## config.mk

```make
export PLATFORM = sky130hd
export DESIGN_NAME = byte_pair_stream_expander
export DESIGN_NICKNAME = d
export VERILOG_FILES = /design/src/design/bpse_pkg.sv /design/src/design/bpse_ram.sv /design/src/design/bpse_hdr.sv /design/src/design/bpse_engine.sv /design/src/design/byte_pair_stream_expander.sv
export SDC_FILE = /design/constraint.sdc
export NUM_CORES = 2
export LEC_CHECK = 0
export BUFFER_PORTS_ARGS = -buffer_cell sky130_fd_sc_hd__clkbuf_2
export CORE_MARGIN = 2
export CORE_UTILIZATION = 53
export CTS_CLUSTER_DIAMETER = 100
export CTS_CLUSTER_SIZE = 28
export DETAILED_ROUTE_END_ITERATION = 8
export PLACE_DENSITY = 0.68
export SYNTH_ARGS = -nofsm -noshare
export SYNTH_HDL_FRONTEND = slang
export SYNTH_MEMORY_MAX_BITS = 65536
export SYNTH_SLANG_ARGS = --single-unit
export TNS_END_PERCENT = 50
```

## constraint.sdc

```tcl
create_clock -name clock -period 8.45 [get_ports clock]
set_clock_uncertainty 0.05 [all_clocks]
set_input_delay 0.845 -clock clock [delete_from_list [all_inputs] [get_ports clock]]
set_output_delay 0.845 -clock clock [all_outputs]
set_load 0.01 [all_outputs]
```

## src/design/bpse_pkg.sv

```systemverilog
// shared constants, types and codes for the byte pair stream expander
`default_nettype none

package bpse_pkg;

   localparam int TABLE_SIZE    = 256;
   localparam int MAX_EXPANSION = 64;
   localparam int STACK_DEPTH   = 64;

   // names are full bytes, so the pair store always spans every byte value
   localparam int NAME_COUNT = 256;
   localparam int PAIR_W     = 16;

   localparam int SP_W    = $clog2(STACK_DEPTH + 1);
   localparam int STK_AW  = $clog2(STACK_DEPTH);
   localparam int EMIT_W  = $clog2(MAX_EXPANSION + 1);
   localparam int CHECK_W = ((SP_W > EMIT_W) ? SP_W : EMIT_W) + 1;

   localparam logic [7:0] MAGIC_B = 8'h42;
   localparam logic [7:0] MAGIC_P = 8'h50;
   localparam logic [7:0] MAGIC_E = 8'h45;

   typedef enum logic [1:0] {
      STATUS_DATA      = 2'd0,
      STATUS_BAD_MAGIC = 2'd1,
      STATUS_TOO_LONG  = 2'd2
   } status_type;

   // header parser to expansion engine
   typedef struct packed {
      logic              map_clear;
      logic              pair_we;
      logic [7:0]        pair_name;
      logic [PAIR_W-1:0] pair_data;
      logic              expand_go;
      logic              bad_magic;
   } hdr_cmd_type;

endpackage : bpse_pkg

`default_nettype wire

```

## src/design/bpse_ram.sv

```systemverilog
// generic single write port ram with registered read
`default_nettype none

module bpse_ram #(
   parameter int WIDTH = 8,
   parameter int DEPTH = 64
) (
   input  wire logic                     clock,
   input  wire logic                     wr_en,
   input  wire logic [$clog2(DEPTH)-1:0] wr_addr,
   input  wire logic [WIDTH-1:0]         wr_data,
   input  wire logic [$clog2(DEPTH)-1:0] rd_addr,
   output logic      [WIDTH-1:0]         rd_data
);

   logic [WIDTH-1:0] mem_ff [DEPTH];
   logic [WIDTH-1:0] rd_data_ff;

   always_ff @(posedge clock) begin
      if (wr_en) begin
         mem_ff[wr_addr] <= wr_data;
      end
      rd_data_ff <= mem_ff[rd_addr];
   end

   assign rd_data = rd_data_ff;

endmodule : bpse_ram

`default_nettype wire

```

## src/design/bpse_hdr.sv

```systemverilog
// stream header parser: magic check, table count and pair entries
`default_nettype none

module bpse_hdr (
   input  wire logic                clock,
   input  wire logic                reset,
   input  wire logic                accept,
   input  wire logic [7:0]          in_byte,
   input  wire logic                start_of_stream,
   output bpse_pkg::hdr_cmd_type    cmd
);
   import bpse_pkg::*;

   typedef enum logic [2:0] {
      PH_MAGIC0  = 3'd0,
      PH_MAGIC1  = 3'd1,
      PH_MAGIC2  = 3'd2,
      PH_COUNT   = 3'd3,
      PH_ENTRIES = 3'd4,
      PH_DATA    = 3'd5,
      PH_FAILED  = 3'd6
   } phase_type;

   phase_type  phase_ff, phase_in, eff_phase;
   logic [7:0] entries_left_ff, entries_left_in;
   logic [1:0] pos_ff, pos_in;
   logic [7:0] name_ff, name_in;
   logic [7:0] first_ff, first_in;
   logic [7:0] want;
   logic [8:0] count_sat;

   always_comb begin
      eff_phase       = start_of_stream ? PH_MAGIC0 : phase_ff;
      phase_in        = phase_ff;
      entries_left_in = start_of_stream ? 8'd0 : entries_left_ff;
      pos_in          = start_of_stream ? 2'd0 : pos_ff;
      name_in         = name_ff;
      first_in        = first_ff;
      want            = MAGIC_B;
      count_sat       = {1'b0, in_byte};
      if (count_sat > 9'(TABLE_SIZE)) begin
         count_sat = 9'(TABLE_SIZE);
      end

      cmd           = '0;
      cmd.map_clear = accept && start_of_stream;
      cmd.pair_name = name_ff;
      cmd.pair_data = {first_ff, in_byte};

      unique case (eff_phase)
         PH_MAGIC0, PH_MAGIC1, PH_MAGIC2: begin
            if (eff_phase == PH_MAGIC1) begin
               want = MAGIC_P;
            end else if (eff_phase == PH_MAGIC2) begin
               want = MAGIC_E;
            end
            if (in_byte != want) begin
               cmd.bad_magic = accept;
               phase_in      = PH_FAILED;
            end else if (eff_phase == PH_MAGIC0) begin
               phase_in = PH_MAGIC1;
            end else if (eff_phase == PH_MAGIC1) begin
               phase_in = PH_MAGIC2;
            end else begin
               phase_in = PH_COUNT;
            end
         end
         PH_COUNT: begin
            entries_left_in = count_sat[7:0];
            pos_in          = 2'd0;
            phase_in        = (count_sat != 9'd0) ? PH_ENTRIES : PH_DATA;
         end
         PH_ENTRIES: begin
            if (pos_ff == 2'd0) begin
               name_in = in_byte;
               pos_in  = 2'd1;
            end else if (pos_ff == 2'd1) begin
               first_in = in_byte;
               pos_in   = 2'd2;
            end else begin
               cmd.pair_we     = accept;
               pos_in          = 2'd0;
               entries_left_in = entries_left_ff - 8'd1;
               if (entries_left_ff == 8'd1) begin
                  phase_in = PH_DATA;
               end
            end
         end
         PH_DATA: begin
            cmd.expand_go = accept;
         end
         PH_FAILED: begin
         end
         default: begin
            phase_in = PH_FAILED;
         end
      endcase
   end

   always_ff @(posedge clock) begin
      if (reset) begin
         phase_ff        <= PH_MAGIC0;
         entries_left_ff <= 8'd0;
         pos_ff          <= 2'd0;
      end else if (accept) begin
         phase_ff        <= phase_in;
         entries_left_ff <= entries_left_in;
         pos_ff          <= pos_in;
      end
      if (accept) begin
         name_ff  <= name_in;
         first_ff <= first_in;
      end
   end

endmodule : bpse_hdr

`default_nettype wire

```

## src/design/bpse_engine.sv

```systemverilog
// expansion engine: defined map, pair store, stack memory and output register
`default_nettype none

module bpse_engine (
   input  wire logic                  clock,
   input  wire logic                  reset,
   input  wire bpse_pkg::hdr_cmd_type cmd,
   input  wire logic [7:0]            in_byte,
   output logic                       busy,
   output logic                       rsp_valid,
   input  wire logic                  rsp_stall,
   output logic [7:0]                 rsp_out_byte,
   output logic                       rsp_last_of_run,
   output logic [1:0]                 rsp_status
);
   import bpse_pkg::*;

   typedef enum logic [1:0] {
      ST_IDLE = 2'd0,
      ST_EVAL = 2'd1,
      ST_PAIR = 2'd2,
      ST_POP  = 2'd3
   } state_type;

   state_type           state_ff, state_in;
   logic [NAME_COUNT-1:0] defined_ff;
   logic [7:0]          cur_ff, cur_in;
   logic [SP_W-1:0]     sp_ff, sp_in, sp_dec;
   logic [EMIT_W-1:0]   emitted_ff, emitted_in;
   logic                valid_ff, valid_in;
   logic [7:0]          byte_ff, byte_in;
   logic                last_ff, last_in;
   status_type          status_ff, status_in;

   logic                out_free;
   logic                too_long;
   logic [CHECK_W-1:0]  depth_need, fill_need;
   logic [PAIR_W-1:0]   pair_rd;
   logic [7:0]          stk_rd;
   logic                stk_we;

   bpse_ram #(.WIDTH(PAIR_W), .DEPTH(NAME_COUNT)) u_pair_ram (
      .clock   (clock),
      .wr_en   (cmd.pair_we),
      .wr_addr (cmd.pair_name),
      .wr_data (cmd.pair_data),
      .rd_addr (cur_ff),
      .rd_data (pair_rd)
   );

   bpse_ram #(.WIDTH(8), .DEPTH(STACK_DEPTH)) u_stack_ram (
      .clock   (clock),
      .wr_en   (stk_we),
      .wr_addr (sp_ff[STK_AW-1:0]),
      .wr_data (pair_rd[7:0]),
      .rd_addr (sp_dec[STK_AW-1:0]),
      .rd_data (stk_rd)
   );

   always_comb begin
      out_free   = !valid_ff || !rsp_stall;
      sp_dec     = sp_ff - SP_W'(1);
      depth_need = CHECK_W'(sp_ff) + CHECK_W'(2);
      fill_need  = CHECK_W'(emitted_ff) + CHECK_W'(sp_ff) + CHECK_W'(2);
      too_long   = (depth_need > CHECK_W'(STACK_DEPTH)) ||
                   (fill_need > CHECK_W'(MAX_EXPANSION));

      state_in   = state_ff;
      cur_in     = cur_ff;
      sp_in      = sp_ff;
      emitted_in = emitted_ff;
      stk_we     = 1'b0;
      valid_in   = valid_ff && rsp_stall;
      byte_in    = byte_ff;
      last_in    = last_ff;
      status_in  = status_ff;

      unique case (state_ff)
         ST_IDLE: begin
            if (cmd.bad_magic) begin
               valid_in  = 1'b1;
               byte_in   = 8'd0;
               last_in   = 1'b1;
               status_in = STATUS_BAD_MAGIC;
            end
            if (cmd.expand_go) begin
               cur_in     = in_byte;
               sp_in      = '0;
               emitted_in = '0;
               state_in   = ST_EVAL;
            end
         end
         ST_EVAL: begin
            if (defined_ff[cur_ff]) begin
               if (too_long) begin
                  if (out_free) begin
                     valid_in  = 1'b1;
                     byte_in   = 8'd0;
                     last_in   = 1'b1;
                     status_in = STATUS_TOO_LONG;
                     state_in  = ST_IDLE;
                  end
               end else begin
                  state_in = ST_PAIR;
               end
            end else if (out_free) begin
               valid_in   = 1'b1;
               byte_in    = cur_ff;
               last_in    = (sp_ff == '0);
               status_in  = STATUS_DATA;
               emitted_in = emitted_ff + EMIT_W'(1);
               if (sp_ff == '0) begin
                  state_in = ST_IDLE;
               end else begin
                  sp_in    = sp_dec;
                  state_in = ST_POP;
               end
            end
         end
         ST_PAIR: begin
            // first byte expands next, second waits on the stack
            cur_in   = pair_rd[15:8];
            stk_we   = 1'b1;
            sp_in    = sp_ff + SP_W'(1);
            state_in = ST_EVAL;
         end
         ST_POP: begin
            cur_in   = stk_rd;
            state_in = ST_EVAL;
         end
         default: begin
            state_in = ST_IDLE;
         end
      endcase
   end

   always_ff @(posedge clock) begin
      if (reset) begin
         state_ff   <= ST_IDLE;
         valid_ff   <= 1'b0;
         sp_ff      <= '0;
         emitted_ff <= '0;
         defined_ff <= '0;
      end else begin
         state_ff   <= state_in;
         valid_ff   <= valid_in;
         sp_ff      <= sp_in;
         emitted_ff <= emitted_in;
         if (cmd.map_clear) begin
            defined_ff <= '0;
         end else if (cmd.pair_we) begin
            defined_ff[cmd.pair_name] <= 1'b1;
         end
      end
      cur_ff    <= cur_in;
      byte_ff   <= byte_in;
      last_ff   <= last_in;
      status_ff <= status_in;
   end

   assign busy            = (state_ff != ST_IDLE) || (valid_ff && rsp_stall);
   assign rsp_valid       = valid_ff;
   assign rsp_out_byte    = byte_ff;
   assign rsp_last_of_run = last_ff;
   assign rsp_status      = status_ff;

endmodule : bpse_engine

`default_nettype wire

```

## src/design/byte_pair_stream_expander.sv

```systemverilog
// top level of the byte pair stream expander
`default_nettype none

// byte pair stream expander
// input channel (req_): one byte of a compressed file per item; start_of_stream
//   restarts the parse with that byte as the first magic byte and clears
//   the table of defined pair names
// result channel (rsp_): one decompressed byte per item, last_of_run marks the
//   final result caused by an input byte, status flags bad magic and overlong
//   expansions (out_byte is 0 on those)
// header bytes (magic, count, entries) give no result, except a bad magic byte,
//   whose error item shows in the cycle after accept
// a data byte expands through the pair store with a stack held in memory:
//   each substitution is a pair store read, then a push, and each result an
//   emit, then a stack pop, the last one only the emit; the next item is
//   taken only once the expansion is done
// the first result is registered from the evaluate state that follows accept
//   and the substitutions ahead of it; the input is stalled for the whole expansion
// a stalled result holds in the output register; the engine goes on
//   substituting but waits at its next result, and the input waits with it;
//   header bytes are still taken while the result register can drain
// reset (synchronous, active high) clears the parse, the defined map and the
//   engine; the pair store and stack need no clearing

module byte_pair_stream_expander (
   input  wire logic       clock,
   input  wire logic       reset,
   input  wire logic       req_valid,
   output logic            req_stall,
   input  wire logic [7:0] req_in_byte,
   input  wire logic       req_start_of_stream,
   output logic            rsp_valid,
   input  wire logic       rsp_stall,
   output logic [7:0]      rsp_out_byte,
   output logic            rsp_last_of_run,
   output logic [1:0]      rsp_status
);
   import bpse_pkg::*;

   hdr_cmd_type cmd;
   logic        req_accept;
   logic        engine_busy;

   // the engine is busy while expanding or while its result cannot drain
   assign req_stall  = engine_busy;
   assign req_accept = req_valid && !req_stall;

   // header parse: decides what each accepted byte means
   bpse_hdr u_hdr (
      .clock           (clock),
      .reset           (reset),
      .accept          (req_accept),
      .in_byte         (req_in_byte),
      .start_of_stream (req_start_of_stream),
      .cmd             (cmd)
   );

   // expansion: pair store, stack memory and result register
   bpse_engine u_engine (
      .clock           (clock),
      .reset           (reset),
      .cmd             (cmd),
      .in_byte         (req_in_byte),
      .busy            (engine_busy),
      .rsp_valid       (rsp_valid),
      .rsp_stall       (rsp_stall),
      .rsp_out_byte    (rsp_out_byte),
      .rsp_last_of_run (rsp_last_of_run),
      .rsp_status      (rsp_status)
   );

endmodule : byte_pair_stream_expander

`default_nettype wire

```

==> flow_metrics.env <==
export IMPL_status="complete, no violations"
export IMPL_pre_cts_ws_ps=2630
export IMPL_synth_area_leader_cell="edfxtp_1"
export IMPL_r2r_cells=11
export IMPL_netlist_top_cells_area="edfxtp_1 (74%), mux4_2 (19%), dfxtp_1 (3.3%)"
export IMPL_cp_num_cells=11
export IMPL_min_path_type="input pin to flop"
export IMPL_ys_ff_latch=4953
export IMPL_drc=0
export IMPL_cts_tree="yes"
export IMPL_fin_crit_sh_pct=69.5
export IMPL_clk_latency_ps=990
export IMPL_fin_ws_ps=2580
export IMPL_cellLeakagePower_nw=61.2
export IMPL_cp_common_cell="a21oi_1"
export IMPL_num_vias=87196
export IMPL_setup_violations=0
export IMPL_drt_iter0_drc=11957
export IMPL_crit_buf_inv=3
export IMPL_yosys_most_used_dff="edfxtp_1"
export IMPL_rrSetupSlack_ps=2580
export IMPL_cp_endpoint="u_engine.emitted_ff[0]"
export IMPL_start_util_pct=53.3
export IMPL_dieArea_um2=363000
export IMPL_hold_buffers=0
export IMPL_syn_num_nets=8100
export IMPL_fp_dieW_um=602
export IMPL_vias_per_cell=6.62
export IMPL_critical_path_max_fanout=63
export IMPL_fin_area_um2=203000
export IMPL_grt_first_pass_wirelength_um=659000
export IMPL_p_per_area_nw_per_um2=200
export IMPL_ys_types=69
export IMPL_drt_first_pass_iters=6
export IMPL_synthAdderAreaFrac_pct=0.195
export IMPL_slew_violations=0
export IMPL_synth_compound_area_share_pct=1.56
export IMPL_synth_top_area_share_pct=73.5
export IMPL_overflow=0
export IMPL_power_ir_vdd_worst_uv=187
export IMPL_grt_pass1_vias=86316
export IMPL_r2r_end="u_engine.emitted_ff[0]"
export IMPL_portBuffers=25
export IMPL_clk_path_buf_depth=4
export IMPL_ys_seq_area_share_pct=76.8
export IMPL_die_h_um=602
export IMPL_start_kind="flop"
export IMPL_r2r_start="u_engine.cur_ff[0]"
export IMPL_clk_pin_slew_ps=110
export IMPL_antenna_found_initial=27
export IMPL_boundaryPins=26
export IMPL_cts_made_buffers=201
export IMPL_cp_required_ps=9290
export IMPL_synth_xor_xnor_area_share_pct=0.0647
export IMPL_wirelength_um=465000
export IMPL_worstPathCellList="buf_12 > buf_4 > mux4_2 > a22oi_1 > a21oi_1 > nor4_2 > buf_4 > a211oi_2 > a21oi_1 > a21oi_1 > a211oi_1"
export IMPL_syn_inst=8058
export IMPL_yosysWarnings=0
export IMPL_tightestPinTransition_ps=1360
export IMPL_synth_area_um2=190000
export IMPL_rsz0062_at_grt="no"
export IMPL_coreArea_um2=356000
export IMPL_syn_avg_cell_area_um2=23.5
export IMPL_synth_edff_count=4643
export IMPL_crit_start="u_engine.cur_ff[0]"
export IMPL_critical_path_top_delay_family="compound AO/OA/AOI/OAI gates"
export IMPL_final_common_cell="edfxtp_1"
export IMPL_tns_ps=0
export IMPL_dp_final_hpwl_um=274000
export IMPL_worst_setup_path_end_kind="flop"
export IMPL_area_growth_pct=7.20
export IMPL_cts_resized_gates=0
export IMPL_max_cap_viol_count=0
export IMPL_htreeDepth=4
export IMPL_cts_sinks=4953
export IMPL_cpPeakStageDelay_ps=860
export IMPL_root_buffer="clkbuf_16"
export IMPL_finalHoldViolCount=0
export IMPL_num_rows=219
export IMPL_period_minus_slack_ps=5870
export IMPL_drive_above_1_share_pct=27.7
export IMPL_max_freq_mhz=170
export IMPL_post_cts_setup_buffers=0
export IMPL_worstSetupPathType="flop to flop"
export IMPL_crit_arrival_ps=6710
export IMPL_max_slew_margin_pct=9.18
export IMPL_yosys_area_share_simple_pct=1.30
export IMPL_slowest_stage="nor4_2"
export IMPL_wl_per_cell_um=35.3
export IMPL_nets=8275
export IMPL_synthArstFlopShare_pct=0
export IMPL_gr_usage_all_layers_pct=25.6
export IMPL_final_cell_mix="edfxtp_1 (4643), mux4_2 (1592), buf_4 (370), dfxtp_1 (301), nor2_1 (295)"
export IMPL_dpl_cell_area_um2=197000
export IMPL_gp_congestion=0.843
export IMPL_synth_top_family_by_area="multiplexers"
export IMPL_grt_max_degree=241
export IMPL_final_antenna_net_count=0
export IMPL_synth_area_mux_share_pct=19.0
[cells by family after synthesis]
family                     after synthesis
DFF                                   4953
muxes                                 1609
and+or+nand+nor                        577
buffers and inverters                  468
AOI/OAI and AO/OA                      408
adders and majority gates               29
xor gates and xnor gates                14
[registers in the layout, indices dropped and copies added, names as in the netlist, 3 cells and up]
signal,cells
u_engine.u_pair_ram.mem_ff,4096
u_engine.u_stack_ram.mem_ff,512
u_engine.defined_ff,256
u_engine.u_pair_ram.rd_data,16
u_engine.cur_ff,8
u_engine.rsp_out_byte,8
u_engine.u_stack_ram.rd_data,8
u_hdr.entries_left_ff,8
u_hdr.first_ff,8
u_hdr.name_ff,8
u_engine.emitted_ff,7
u_engine.sp_ff,7
u_hdr.phase_ff,3
[per-layer routing]
metal	routed length [µm]	vias up	part of all wire [%]	GRT usage [%]
met1	179000	47913	39	36.0
met4	14400	10	3.1	7.11
met2	228000	4167	49	41.5
met5	72	-	0.015	0
met3	42300	569	9.1	4.94
li1	-	34537	-	-
[per-stage QoR]
step / std cells / util (%) / total power, mW / hold slack (ps)
final: 13176 / 57.1 / 40.7 / 193
after global placement: 12781 / 55.4 / 29.3 / 390
after global routing: 13152 / 57.1 / 41.7 / 142
after detailed placement: 12781 / 55.4 / 29.3 / 398
after CTS: 13151 / 57.1 / 40.9 / 108
after floorplan: 8058 / - / 28.4 / 385
[layout make-up]
cell class                      instances  area (µm²)
Inverter                               23        93.8
Sequential cell                      4953      146000
Clock inverter                         18         219
Timing Repair Buffer                  417        3420
Fill cell                           25057      153000
Multi-Input combinational cell       2637       42200
Antenna cell                           25        62.6
Tap cell                             4751        5940
Clock buffer                          352        5640
[power breakdown]
group | total [mW] | internal, mW | leakage [nW] | switching, mW
Clock | 11.9 | 4.65 | 2.78 | 7.23
Sequential | 26.9 | 26.7 | 44.2 | 0.158
Combinational | 1.89 | 0.685 | 14.1 | 1.20
[how the worst min path moves through the flow]
stage | slack (ps) | from | cells past startpoint | to
2_1_floorplan | 390 | u_engine.defined_ff[110] | 1 | u_engine.defined_ff[110]
3_5_place_dp | 400 | u_engine.defined_ff[124] | 1 | u_engine.defined_ff[124]
5_1_grt | 140 | req_in_byte[4] | 1 | u_engine.u_pair_ram.mem_ff[189][4]
6_report | 190 | req_in_byte[4] | 1 | u_engine.u_pair_ram.mem_ff[189][4]
3_3_place_gp | 390 | u_engine.defined_ff[201] | 1 | u_engine.defined_ff[201]
4_1_cts | 110 | req_in_byte[4] | 1 | u_engine.u_pair_ram.mem_ff[189][4]
[synth_stat cells (all sizes together), types with 23 or more instances]
cell and number:
dfxtp 310, nor2 361, clkbuf 262, a21oi 37, buf 183, a22oi 30
o21ai 23, edfxtp 4643, nand3 26, o21a 257, nand2 95, mux4 1592
ha 28
Power figures use the tool's default switching activity.
